[src/sv/tdwq_pkg.sv]
`timescale 1ns / 1ps
// ----------------------------------------------------------------------------
// tdwq_pkg: shared types and constants of the tick delay wakeup queue
// Field widths, request and reply codes, and the command and status words
// that join the controller to the datapath.
// ----------------------------------------------------------------------------
package tdwq_pkg;

  // Fixed field widths
  localparam int unsigned TIME_W   = 31;
  localparam int unsigned KIND_W   = 2;
  localparam int unsigned REQ_W    = 8;
  localparam int unsigned AMOUNT_W = 32;
  localparam int unsigned SDATA_W  = 40;  // requester, amount
  localparam int unsigned MDATA_W  = 40;  // target, time_value, one pad bit

  // Request kinds
  localparam logic [KIND_W-1:0] KIND_TICK  = 2'd0;
  localparam logic [KIND_W-1:0] KIND_QUERY = 2'd1;
  localparam logic [KIND_W-1:0] KIND_DELAY = 2'd2;
  localparam logic [KIND_W-1:0] KIND_UNTIL = 2'd3;

  // Reply kinds
  localparam logic [KIND_W-1:0] RK_WAKE = 2'd0;
  localparam logic [KIND_W-1:0] RK_TIME = 2'd1;
  localparam logic [KIND_W-1:0] RK_FULL = 2'd2;

  // Controller to datapath
  typedef struct packed {
    logic              capture;    // latch the input word
    logic              tick_inc;   // saturating count increment
    logic              rd_head;    // read queue head
    logic              pop;        // move head entry into pending, read next
    logic              ins_start;  // load threshold, start walk at tail
    logic              shift;      // move read entry one slot up, step down
    logic              put;        // write new entry above walk index
    logic              emit;       // load output register
    logic              emit_pend;  // target from pending entry
    logic [KIND_W-1:0] emit_kind;
    logic              emit_last;
    logic              pend_clr;   // drop pending entry
  } tdwq_cmd_t;

  // Datapath to controller
  typedef struct packed {
    logic [KIND_W-1:0] kind;
    logic              imm;        // delay answers at once
    logic              full;
    logic              occ_zero;
    logic              due;        // read entry threshold <= count
    logic              entry_gt;   // read entry threshold > new threshold
    logic              rem_zero;   // insert walk has no entries left
    logic              pend_vld;
    logic              slot_free;  // output register can take a word
  } tdwq_sts_t;

endpackage

[src/sv/tick_delay_wakeup_queue.sv]
`timescale 1ns / 1ps
// ----------------------------------------------------------------------------
// tick_delay_wakeup_queue: tick counter with sorted sleeper queue
// Keeps a saturating tick count and a queue of requesters ordered by wake
// time; answers time queries and delays, and wakes due sleepers on a tick.
// ----------------------------------------------------------------------------
// One word is taken at a time. A time query, an immediate reply or a
// queue-full reply passes through decode and reply. A queued delay walks
// down from the tail, the sorted insert moving each entry with a later
// threshold up one slot a cycle through the queue memory, which has one
// read and one write port. A tick increments the count, then the wake
// cascade reads the queue head once a cycle while the output slot is free.
// The input side is ready in idle even while a reply waits in the output
// register. The queue memory needs no clearing pass after reset.
module tick_delay_wakeup_queue #(
  parameter int unsigned DEPTH   = 32,
  parameter int unsigned ID_BITS = 8
) (
  input  logic                           clk_i,
  input  logic                           rst_ni,
  input  logic                           s_axis_tvalid,
  output logic                           s_axis_tready,
  input  logic [tdwq_pkg::SDATA_W-1:0]   s_axis_tdata,  // requester, amount
  input  logic [tdwq_pkg::KIND_W-1:0]    s_axis_tuser,  // kind
  output logic                           m_axis_tvalid,
  input  logic                           m_axis_tready,
  output logic [tdwq_pkg::MDATA_W-1:0]   m_axis_tdata,  // target, time_value, pad
  output logic [tdwq_pkg::KIND_W-1:0]    m_axis_tuser,  // reply_kind
  output logic                           m_axis_tlast   // last
);
  import tdwq_pkg::*;

  tdwq_cmd_t         cmd;
  tdwq_sts_t         sts;
  logic [REQ_W-1:0]  out_target;
  logic [TIME_W-1:0] out_time;

  tdwq_ctrl u_ctrl (
    .clk_i      (clk_i),
    .rst_ni     (rst_ni),
    .in_valid_i (s_axis_tvalid),
    .in_ready_o (s_axis_tready),
    .sts_i      (sts),
    .cmd_o      (cmd)
  );

  tdwq_dp #(
    .DEPTH   (DEPTH),
    .ID_BITS (ID_BITS)
  ) u_dp (
    .clk_i        (clk_i),
    .rst_ni       (rst_ni),
    .cmd_i        (cmd),
    .sts_o        (sts),
    .in_kind_i    (s_axis_tuser),
    .in_req_i     (s_axis_tdata[REQ_W-1:0]),
    .in_amount_i  (s_axis_tdata[REQ_W +: AMOUNT_W]),
    .out_valid_o  (m_axis_tvalid),
    .out_ready_i  (m_axis_tready),
    .out_target_o (out_target),
    .out_kind_o   (m_axis_tuser),
    .out_time_o   (out_time),
    .out_last_o   (m_axis_tlast)
  );

  // Output word packing
  assign m_axis_tdata = {1'b0, out_time, out_target};

endmodule

[src/sv/tdwq_ctrl.sv]
`timescale 1ns / 1ps
// ----------------------------------------------------------------------------
// tdwq_ctrl: sequencer of the tick delay wakeup queue
// Decodes each request and steps the datapath through replies, the wake
// cascade after a tick and the sorted insert walk.
// ----------------------------------------------------------------------------
module tdwq_ctrl (
  input  logic                clk_i,
  input  logic                rst_ni,
  input  logic                in_valid_i,
  output logic                in_ready_o,
  input  tdwq_pkg::tdwq_sts_t sts_i,
  output tdwq_pkg::tdwq_cmd_t cmd_o
);
  import tdwq_pkg::*;

  localparam logic [2:0] ST_IDLE     = 3'd0;
  localparam logic [2:0] ST_DECODE   = 3'd1;
  localparam logic [2:0] ST_REPLY    = 3'd2;
  localparam logic [2:0] ST_WAKE_CHK = 3'd3;
  localparam logic [2:0] ST_FLUSH    = 3'd4;
  localparam logic [2:0] ST_INS_CMP  = 3'd5;

  logic [2:0]        state_q, state_d;
  logic [KIND_W-1:0] rk_q, rk_d;

  assign in_ready_o = (state_q == ST_IDLE);

  // Next state and commands
  always_comb begin
    state_d = state_q;
    rk_d    = rk_q;
    cmd_o   = '0;
    case (state_q)
      ST_IDLE: begin
        if (in_valid_i) begin
          cmd_o.capture = 1'b1;
          state_d       = ST_DECODE;
        end
      end
      ST_DECODE: begin
        case (sts_i.kind)
          KIND_TICK: begin
            cmd_o.tick_inc = 1'b1;
            cmd_o.rd_head  = 1'b1;
            state_d        = ST_WAKE_CHK;
          end
          KIND_QUERY: begin
            rk_d    = RK_TIME;
            state_d = ST_REPLY;
          end
          default: begin
            if (sts_i.imm) begin
              rk_d    = RK_WAKE;
              state_d = ST_REPLY;
            end else if (sts_i.full) begin
              rk_d    = RK_FULL;
              state_d = ST_REPLY;
            end else begin
              cmd_o.ins_start = 1'b1;
              state_d         = ST_INS_CMP;
            end
          end
        endcase
      end
      ST_REPLY: begin
        if (sts_i.slot_free) begin
          cmd_o.emit      = 1'b1;
          cmd_o.emit_kind = rk_q;
          cmd_o.emit_last = 1'b1;
          state_d         = ST_IDLE;
        end
      end
      // head entry is due: hand the previous one out, keep this one pending
      ST_WAKE_CHK: begin
        if (!sts_i.occ_zero && sts_i.due) begin
          if (!sts_i.pend_vld || sts_i.slot_free) begin
            if (sts_i.pend_vld) begin
              cmd_o.emit      = 1'b1;
              cmd_o.emit_pend = 1'b1;
              cmd_o.emit_kind = RK_WAKE;
            end
            cmd_o.pop = 1'b1;
          end
        end else begin
          state_d = ST_FLUSH;
        end
      end
      // the pending wake is the final one
      ST_FLUSH: begin
        if (!sts_i.pend_vld) begin
          state_d = ST_IDLE;
        end else if (sts_i.slot_free) begin
          cmd_o.emit      = 1'b1;
          cmd_o.emit_pend = 1'b1;
          cmd_o.emit_kind = RK_WAKE;
          cmd_o.emit_last = 1'b1;
          cmd_o.pend_clr  = 1'b1;
          state_d         = ST_IDLE;
        end
      end
      ST_INS_CMP: begin
        if (sts_i.rem_zero || !sts_i.entry_gt) begin
          cmd_o.put = 1'b1;
          state_d   = ST_IDLE;
        end else begin
          cmd_o.shift = 1'b1;
        end
      end
      default: begin
        state_d = ST_IDLE;
      end
    endcase
  end

  always_ff @(posedge clk_i or negedge rst_ni) begin
    if (!rst_ni) begin
      state_q <= ST_IDLE;
      rk_q    <= RK_WAKE;
    end else begin
      state_q <= state_d;
      rk_q    <= rk_d;
    end
  end

`ifndef SYNTHESIS
  a_pop_only_when_due: assert property (@(posedge clk_i) disable iff (!rst_ni)
    cmd_o.pop |-> (sts_i.due && !sts_i.occ_zero))
    else $error("pop of an entry that is not due");
  a_no_put_when_full: assert property (@(posedge clk_i) disable iff (!rst_ni)
    (state_q == ST_DECODE && sts_i.full) |-> !cmd_o.ins_start)
    else $error("insert started on a full queue");
  a_emit_last_ends: assert property (@(posedge clk_i) disable iff (!rst_ni)
    (cmd_o.emit && cmd_o.emit_last) |=> (state_q == ST_IDLE))
    else $error("final word not followed by idle");
`endif

endmodule

[src/sv/tdwq_dp.sv]
`timescale 1ns / 1ps
// ----------------------------------------------------------------------------
// tdwq_dp: datapath of the tick delay wakeup queue
// Tick counter, circular sorted queue memory with head, tail and count,
// insert walk registers, pending wake entry and the output register.
// ----------------------------------------------------------------------------
module tdwq_dp #(
  parameter int unsigned DEPTH   = 32,
  parameter int unsigned ID_BITS = 8
) (
  input  logic                           clk_i,
  input  logic                           rst_ni,
  input  tdwq_pkg::tdwq_cmd_t            cmd_i,
  output tdwq_pkg::tdwq_sts_t            sts_o,
  input  logic [tdwq_pkg::KIND_W-1:0]    in_kind_i,
  input  logic [tdwq_pkg::REQ_W-1:0]     in_req_i,
  input  logic [tdwq_pkg::AMOUNT_W-1:0]  in_amount_i,
  output logic                           out_valid_o,
  input  logic                           out_ready_i,
  output logic [tdwq_pkg::REQ_W-1:0]     out_target_o,
  output logic [tdwq_pkg::KIND_W-1:0]    out_kind_o,
  output logic [tdwq_pkg::TIME_W-1:0]    out_time_o,
  output logic                           out_last_o
);
  import tdwq_pkg::*;

  localparam int unsigned PW = (DEPTH > 1) ? $clog2(DEPTH) : 1;
  localparam int unsigned OW = $clog2(DEPTH + 1);
  localparam int unsigned EW = TIME_W + ID_BITS;

  function automatic logic [PW-1:0] ptr_inc(input logic [PW-1:0] p);
    return (p == PW'(DEPTH - 1)) ? '0 : PW'(p + 1'b1);
  endfunction

  function automatic logic [PW-1:0] ptr_dec(input logic [PW-1:0] p);
    return (p == '0) ? PW'(DEPTH - 1) : PW'(p - 1'b1);
  endfunction

  // Captured request
  logic [KIND_W-1:0]   kind_q;
  logic [REQ_W-1:0]    req_q;
  logic [AMOUNT_W-1:0] amount_q;

  always_ff @(posedge clk_i) begin
    if (cmd_i.capture) begin
      kind_q   <= in_kind_i;
      req_q    <= in_req_i;
      amount_q <= in_amount_i;
    end
  end

  // Tick counter, saturating
  logic [TIME_W-1:0] tick_q;

  always_ff @(posedge clk_i or negedge rst_ni) begin
    if (!rst_ni) begin
      tick_q <= '0;
    end else if (cmd_i.tick_inc && (tick_q != '1)) begin
      tick_q <= tick_q + 1'b1;
    end
  end

  // Threshold and immediate answer
  logic [TIME_W:0]   sum;
  logic [TIME_W-1:0] thr_new;
  logic              imm;

  assign sum     = {1'b0, tick_q} + {1'b0, amount_q[TIME_W-1:0]};
  assign thr_new = (kind_q == KIND_DELAY) ? (sum[TIME_W] ? '1 : sum[TIME_W-1:0])
                                          : amount_q[TIME_W-1:0];
  assign imm     = amount_q[AMOUNT_W-1] ||
                   ((kind_q == KIND_DELAY) ? (amount_q == '0)
                                           : (amount_q[TIME_W-1:0] <= tick_q));

  // Queue pointers and walk registers
  logic [PW-1:0]     head_q, tail_q, idx_q;
  logic [OW-1:0]     occ_q, rem_q;
  logic [TIME_W-1:0] thr_q;
  logic [ID_BITS-1:0] id_q;

  always_ff @(posedge clk_i or negedge rst_ni) begin
    if (!rst_ni) begin
      head_q <= '0;
      tail_q <= '0;
      occ_q  <= '0;
    end else begin
      if (cmd_i.pop) begin
        head_q <= ptr_inc(head_q);
        occ_q  <= occ_q - 1'b1;
      end
      if (cmd_i.put) begin
        tail_q <= ptr_inc(tail_q);
        occ_q  <= occ_q + 1'b1;
      end
    end
  end

  always_ff @(posedge clk_i) begin
    if (cmd_i.ins_start) begin
      idx_q <= ptr_dec(tail_q);
      rem_q <= occ_q;
      thr_q <= thr_new;
      id_q  <= ID_BITS'(req_q);
    end else if (cmd_i.shift) begin
      idx_q <= ptr_dec(idx_q);
      rem_q <= rem_q - 1'b1;
    end
  end

  // Queue memory, one read and one write port
  logic [EW-1:0] mem_q [DEPTH];
  logic [EW-1:0] rd_q;
  logic          rd_en, wr_en;
  logic [PW-1:0] rd_addr, wr_addr;
  logic [EW-1:0] wr_data;

  always_comb begin
    rd_addr = head_q;
    if (cmd_i.pop) begin
      rd_addr = ptr_inc(head_q);
    end else if (cmd_i.ins_start) begin
      rd_addr = ptr_dec(tail_q);
    end else if (cmd_i.shift) begin
      rd_addr = ptr_dec(idx_q);
    end
  end

  assign rd_en   = cmd_i.rd_head | cmd_i.pop | cmd_i.ins_start | cmd_i.shift;
  assign wr_en   = cmd_i.shift | cmd_i.put;
  assign wr_addr = ptr_inc(idx_q);
  assign wr_data = cmd_i.shift ? rd_q : {thr_q, id_q};

  always_ff @(posedge clk_i) begin
    if (wr_en) begin
      mem_q[wr_addr] <= wr_data;
    end
    if (rd_en) begin
      rd_q <= mem_q[rd_addr];
    end
  end

  logic [TIME_W-1:0] rd_thr;
  assign rd_thr = rd_q[ID_BITS +: TIME_W];

  // Pending wake entry
  logic               pend_vld_q;
  logic [ID_BITS-1:0] pend_id_q;

  always_ff @(posedge clk_i or negedge rst_ni) begin
    if (!rst_ni) begin
      pend_vld_q <= 1'b0;
    end else if (cmd_i.pop) begin
      pend_vld_q <= 1'b1;
    end else if (cmd_i.pend_clr) begin
      pend_vld_q <= 1'b0;
    end
  end

  always_ff @(posedge clk_i) begin
    if (cmd_i.pop) begin
      pend_id_q <= rd_q[ID_BITS-1:0];
    end
  end

  // Output register
  logic               out_vld_q;
  logic [REQ_W-1:0]   out_target_q;
  logic [KIND_W-1:0]  out_kind_q;
  logic [TIME_W-1:0]  out_time_q;
  logic               out_last_q;
  logic               slot_free;

  assign slot_free = !out_vld_q || out_ready_i;

  always_ff @(posedge clk_i or negedge rst_ni) begin
    if (!rst_ni) begin
      out_vld_q <= 1'b0;
    end else if (cmd_i.emit) begin
      out_vld_q <= 1'b1;
    end else if (out_ready_i) begin
      out_vld_q <= 1'b0;
    end
  end

  always_ff @(posedge clk_i) begin
    if (cmd_i.emit) begin
      out_target_q <= cmd_i.emit_pend ? REQ_W'(pend_id_q) : req_q;
      out_kind_q   <= cmd_i.emit_kind;
      out_time_q   <= (cmd_i.emit_kind == RK_TIME) ? tick_q : '0;
      out_last_q   <= cmd_i.emit_last;
    end
  end

  assign out_valid_o  = out_vld_q;
  assign out_target_o = out_target_q;
  assign out_kind_o   = out_kind_q;
  assign out_time_o   = out_time_q;
  assign out_last_o   = out_last_q;

  // Status
  always_comb begin
    sts_o           = '0;
    sts_o.kind      = kind_q;
    sts_o.imm       = imm;
    sts_o.full      = (occ_q == OW'(DEPTH));
    sts_o.occ_zero  = (occ_q == '0);
    sts_o.due       = (rd_thr <= tick_q);
    sts_o.entry_gt  = (rd_thr > thr_q);
    sts_o.rem_zero  = (rem_q == '0);
    sts_o.pend_vld  = pend_vld_q;
    sts_o.slot_free = slot_free;
  end

`ifndef SYNTHESIS
  a_occ_bound: assert property (@(posedge clk_i) disable iff (!rst_ni)
    occ_q <= OW'(DEPTH))
    else $error("occupancy above depth");
  a_emit_slot: assert property (@(posedge clk_i) disable iff (!rst_ni)
    cmd_i.emit |-> slot_free)
    else $error("output register overwritten");
  a_pop_nonempty: assert property (@(posedge clk_i) disable iff (!rst_ni)
    cmd_i.pop |-> (occ_q != '0))
    else $error("pop from empty queue");
  a_put_not_full: assert property (@(posedge clk_i) disable iff (!rst_ni)
    cmd_i.put |-> (occ_q != OW'(DEPTH)))
    else $error("write into full queue");
  a_tick_nonzero: assert property (@(posedge clk_i) disable iff (!rst_ni)
    cmd_i.tick_inc |=> (tick_q != '0))
    else $error("tick count did not advance");
`endif

endmodule
[config.mk]
export PLATFORM = sky130hd
export DESIGN_NAME = tick_delay_wakeup_queue
export DESIGN_NICKNAME = d
export VERILOG_FILES = /design/src/sv/tdwq_pkg.sv /design/src/sv/tick_delay_wakeup_queue.sv /design/src/sv/tdwq_ctrl.sv /design/src/sv/tdwq_dp.sv
export SDC_FILE = /design/constraint.sdc
export NUM_CORES = 2
export LEC_CHECK = 0
export BUFFER_PORTS_ARGS = -buffer_cell sky130_fd_sc_hd__clkbuf_2
export CELL_PAD_IN_SITES_DETAIL_PLACEMENT = 1
export CELL_PAD_IN_SITES_GLOBAL_PLACEMENT = 2
export CORE_MARGIN = 1.5
export CORE_UTILIZATION = 45
export DETAILED_ROUTE_END_ITERATION = 10
export GPL_TIMING_DRIVEN = 0
export MAX_ROUTING_LAYER = met4
export PLACE_DENSITY_LB_ADDON = 0.1
export SLEW_MARGIN = 20
export SYNTH_ARGS = -nofsm -noshare
export SYNTH_HDL_FRONTEND = slang
export SYNTH_HIERARCHICAL = 1
export SYNTH_SLANG_ARGS = --single-unit
[constraint.sdc]
create_clock -name clk_i -period 9 [get_ports clk_i]
set_input_delay 0.45 -clock clk_i [delete_from_list [all_inputs] [get_ports clk_i]]
set_output_delay 0.45 -clock clk_i [all_outputs]
set_load 0.05 [all_outputs]
==> flow_metrics.tcl <==
set metrics [dict create \
    status "finished, final reports clean" \
    num-fill-cells 13710 \
    core_area_sq_um 138000 \
    yosysWarningCount 6 \
    drc 0 \
    gp_congestion 0.867 \
    post_drt_wl_per_cell_um 27.4 \
    path_max_fanout 11 \
    critPathKind "reg -> reg" \
    synth-edff-count 1429 \
    area_growth_pct 17.2 \
    final_nets 5499 \
    grt_max_degree 47 \
    synth_area_per_cell_sq_um 12.7 \
    io_pins 91 \
    p_leak_uw 0.0256 \
    port_buffers 89 \
    num_vias 42029 \
    clk_path_buf_depth 3 \
    timing.final.hold_violations 0 \
    die_x_um 377 \
    reg2reg_to "u_dp/rd_q[36]" \
    yosysSeqAreaShare_pct 70.5 \
    die_height_um 377 \
    dieArea_sq_um 142000 \
    root_buffer "clkbuf_16" \
    rsz0062_at_grt "false" \
    start_util_pct 45.5 \
    cts_buffers 159 \
    rows 136 \
    hpwlAfterDp_um 144000 \
    cp.required_ns 9.47 \
    tightest_slew_ns 1.11 \
    post-route-period-util_pct 95.6 \
    end_kind "flip-flop" \
    mostFrequentLayoutCell "edfxtp_1" \
    finalPower_uw 23800 \
    power_density_nw_per_um2 323 \
    fmax_mhz 116 \
    antenna_found_initial 15 \
    grt_overflow 0 \
    post-route-min-period_ns 8.60 \
    grt_pass1_vias 43786 \
    r2r_setup_slack_ns 0.40 \
    syn_inst 4926 \
    ys_types 77 \
    drv_cap 0 \
    synth_seq_cells 1483 \
    cp-endpoint "u_dp/rd_q[36]" \
    regToRegStartpoint "u_dp/rd_q[38]" \
    cts_tree "built" \
    async_flop_share_pct 3.64 \
    grt_pass1_wl_um 293000 \
    cts_sinks 1483 \
    path_clk_slew_ns 0.06 \
    synth_flop_cell "edfxtp_1" \
    grt_usage_pct 29.3 \
    drtIter0Drc 3666 \
    slew_viol_final 0 \
    cp-startpoint "u_dp/rd_q[38]" \
    finClkSkew_ns 0.0338 \
    postLayoutCoreUtil_pct 53.3 \
    synthesis.nets 5118 \
    ant_nets 0 \
    setup_viol 0 \
    ir_worst_vdd_mv 0.177 \
    relSlewSlack_pct 25.7 \
    avgViaCountPerCell 5.75 \
    layout-drive-gt1-share_pct 10.5 \
    r2r_cells 16 \
    wl_um 200000 \
    syn_area_sq_um 62800 \
    layout_common_cells "edfxtp_1 (1429), nand2_1 (907), nor2_1 (561)" \
    first_pass_iters 5 \
    clock_latency_ns 0.82 \
    critPathArrivalTime_ns 9.07 \
    hp-class "in -> async" \
    start_kind "flip-flop" \
    cts-htree-levels 4 \
]
-- worst max-delay path, stage by stage, from the launching register on --
cell and delay [ns]:
edfxtp_1 0.51, ha_1 0.36, nand4_1 0.23, nor4_1 0.80
nand2_1 0.21, o32ai_1 0.79, or4b_4 0.61, a21oi_2 0.52
clkinv_1 0.47, a32o_1 0.35, clkbuf_1 0.39, nor2_2 0.81
clkbuf_1 0.66, clkbuf_1 0.58, a32o_1 0.23, nor3_1 0.06
or4_1 0.65
-- synthesized netlist by cell type, drive strengths merged, types with 20 or more instances --
library cell,number,share of area [%]
a21o,27,0.32
a21oi,100,0.80
a31oi,50,0.50
a32o,117,1.9
and2,34,0.34
and3,51,0.51
buf,80,0.72
clkbuf,193,1.2
dfrtp,54,2.2
edfxtp,1429,68
ha,144,2.9
inv,116,0.69
mux2,20,0.36
mux2i,83,1.3
nand2,907,5.4
nand3,272,2.2
nand4,107,1.1
nor2,595,3.6
nor2b,20,0.20
nor3,101,0.81
o21ai,84,0.67
o22ai,80,0.80
or4,43,0.51
xnor2,58,0.81
-- power breakdown --
group	internal (uW)	leakage (uW)	switching [uW]
Clock	3530	0.00241	2780
Sequential	8260	0.0136	256
Combinational	2500	0.00961	6450
Total	14300	0.0256	9480
-- kinds of logic (layout without fill, tap and decap cells) --
family,Yosys count,count (layout),share of synthesized area (%)
and+or+nand+nor,2196,2196,15.3
DFF,1483,1483,70.5
muxes,103,103,1.68
AOI/OAI and AO/OA,541,541,6.07
other,1,9,0.00597
buffers and inverters,390,898,2.57
xor gates and xnor gates,66,66,0.921
adders and majority gates,146,146,2.93
-- through the flow --
step                      setup slack [ns]  hold slack [ns]  instance area [sq um]  cells  TNS (ns)
after floorplan                       2.07            0.154                  62800   4926         0
after global placement               -2.67            0.428                  65600   6878   -131.31
after detailed placement            -0.445            0.328                  68100   6960    -11.06
after CTS                          0.00416            0.155                  73500   7293         0
after global routing                0.0264            0.202                  73600   7298         0
final                                0.399            0.192                  73600   7305         0
-- routing by layer --
layer  GRT usage (%)  vias to the layer above  share of wire (%)
met3            3.51                      369                5.5
met5               -                        -                  0
met2            48.8                     1232                 49
met1            37.3                    21591                 42
li1                -                    18837                  -
met4            10.3                        0                3.5
-- cell type report --
type	count	area [sq um]	share of cell area, %
Antenna cell	8	20.0	0.0272
Buffer	273	1200	1.63
Clock buffer	198	4160	5.64
Clock inverter	90	797	1.08
Inverter	117	439	0.597
Multi-Input combinational cell	3053	17600	23.9
Sequential cell	1483	44300	60.1
Tap cell	1863	2330	3.17
Timing Repair Buffer	220	2850	3.87
-- flip-flops by register name (all words and copies together), names as in the netlist, 6 cells and up --
name               count
u_dp/amount_q         32
u_dp/id_q              8
u_dp/mem_q          1248
u_dp/occ_q             6
u_dp/out_target_o      8
u_dp/out_time_o       31
u_dp/pend_id_q         8
u_dp/rd_q             39
u_dp/rem_q             6
u_dp/req_q             8
u_dp/thr_q            31
u_dp/tick_q           31
-- how the worst min path moves through the flow --
stage / startpoint / endpoint / slack (ns) / cells after the start
3_5_place_dp: rst_ni / u_dp/occ_q[4] / 0.33 / 1
4_1_cts: rst_ni / u_dp/head_q[4] / 0.16 / 3
6_report: rst_ni / u_dp/occ_q[1] / 0.19 / 3
3_3_place_gp: u_dp/rd_q[7] / u_dp/pend_id_q[7] / 0.43 / 0
2_1_floorplan: rst_ni / u_ctrl/rk_q[0] / 0.15 / 0
5_1_grt: rst_ni / u_dp/occ_q[1] / 0.20 / 3
-- what timing repair did --
| action | 4_1_cts | 5_1_grt |
|---|---|---|
| endpoints found under the hold margin | 97 | 0 |
| pin swaps | 0 | 0 |
| buffers inserted | 0 | 4 |
| hold buffers | 45 | 0 |
| endpoints found under the setup margin | 39 | 39 |
| resized for setup | 3 | 6 |
Note: power is estimated with default switching activity, not from simulation.
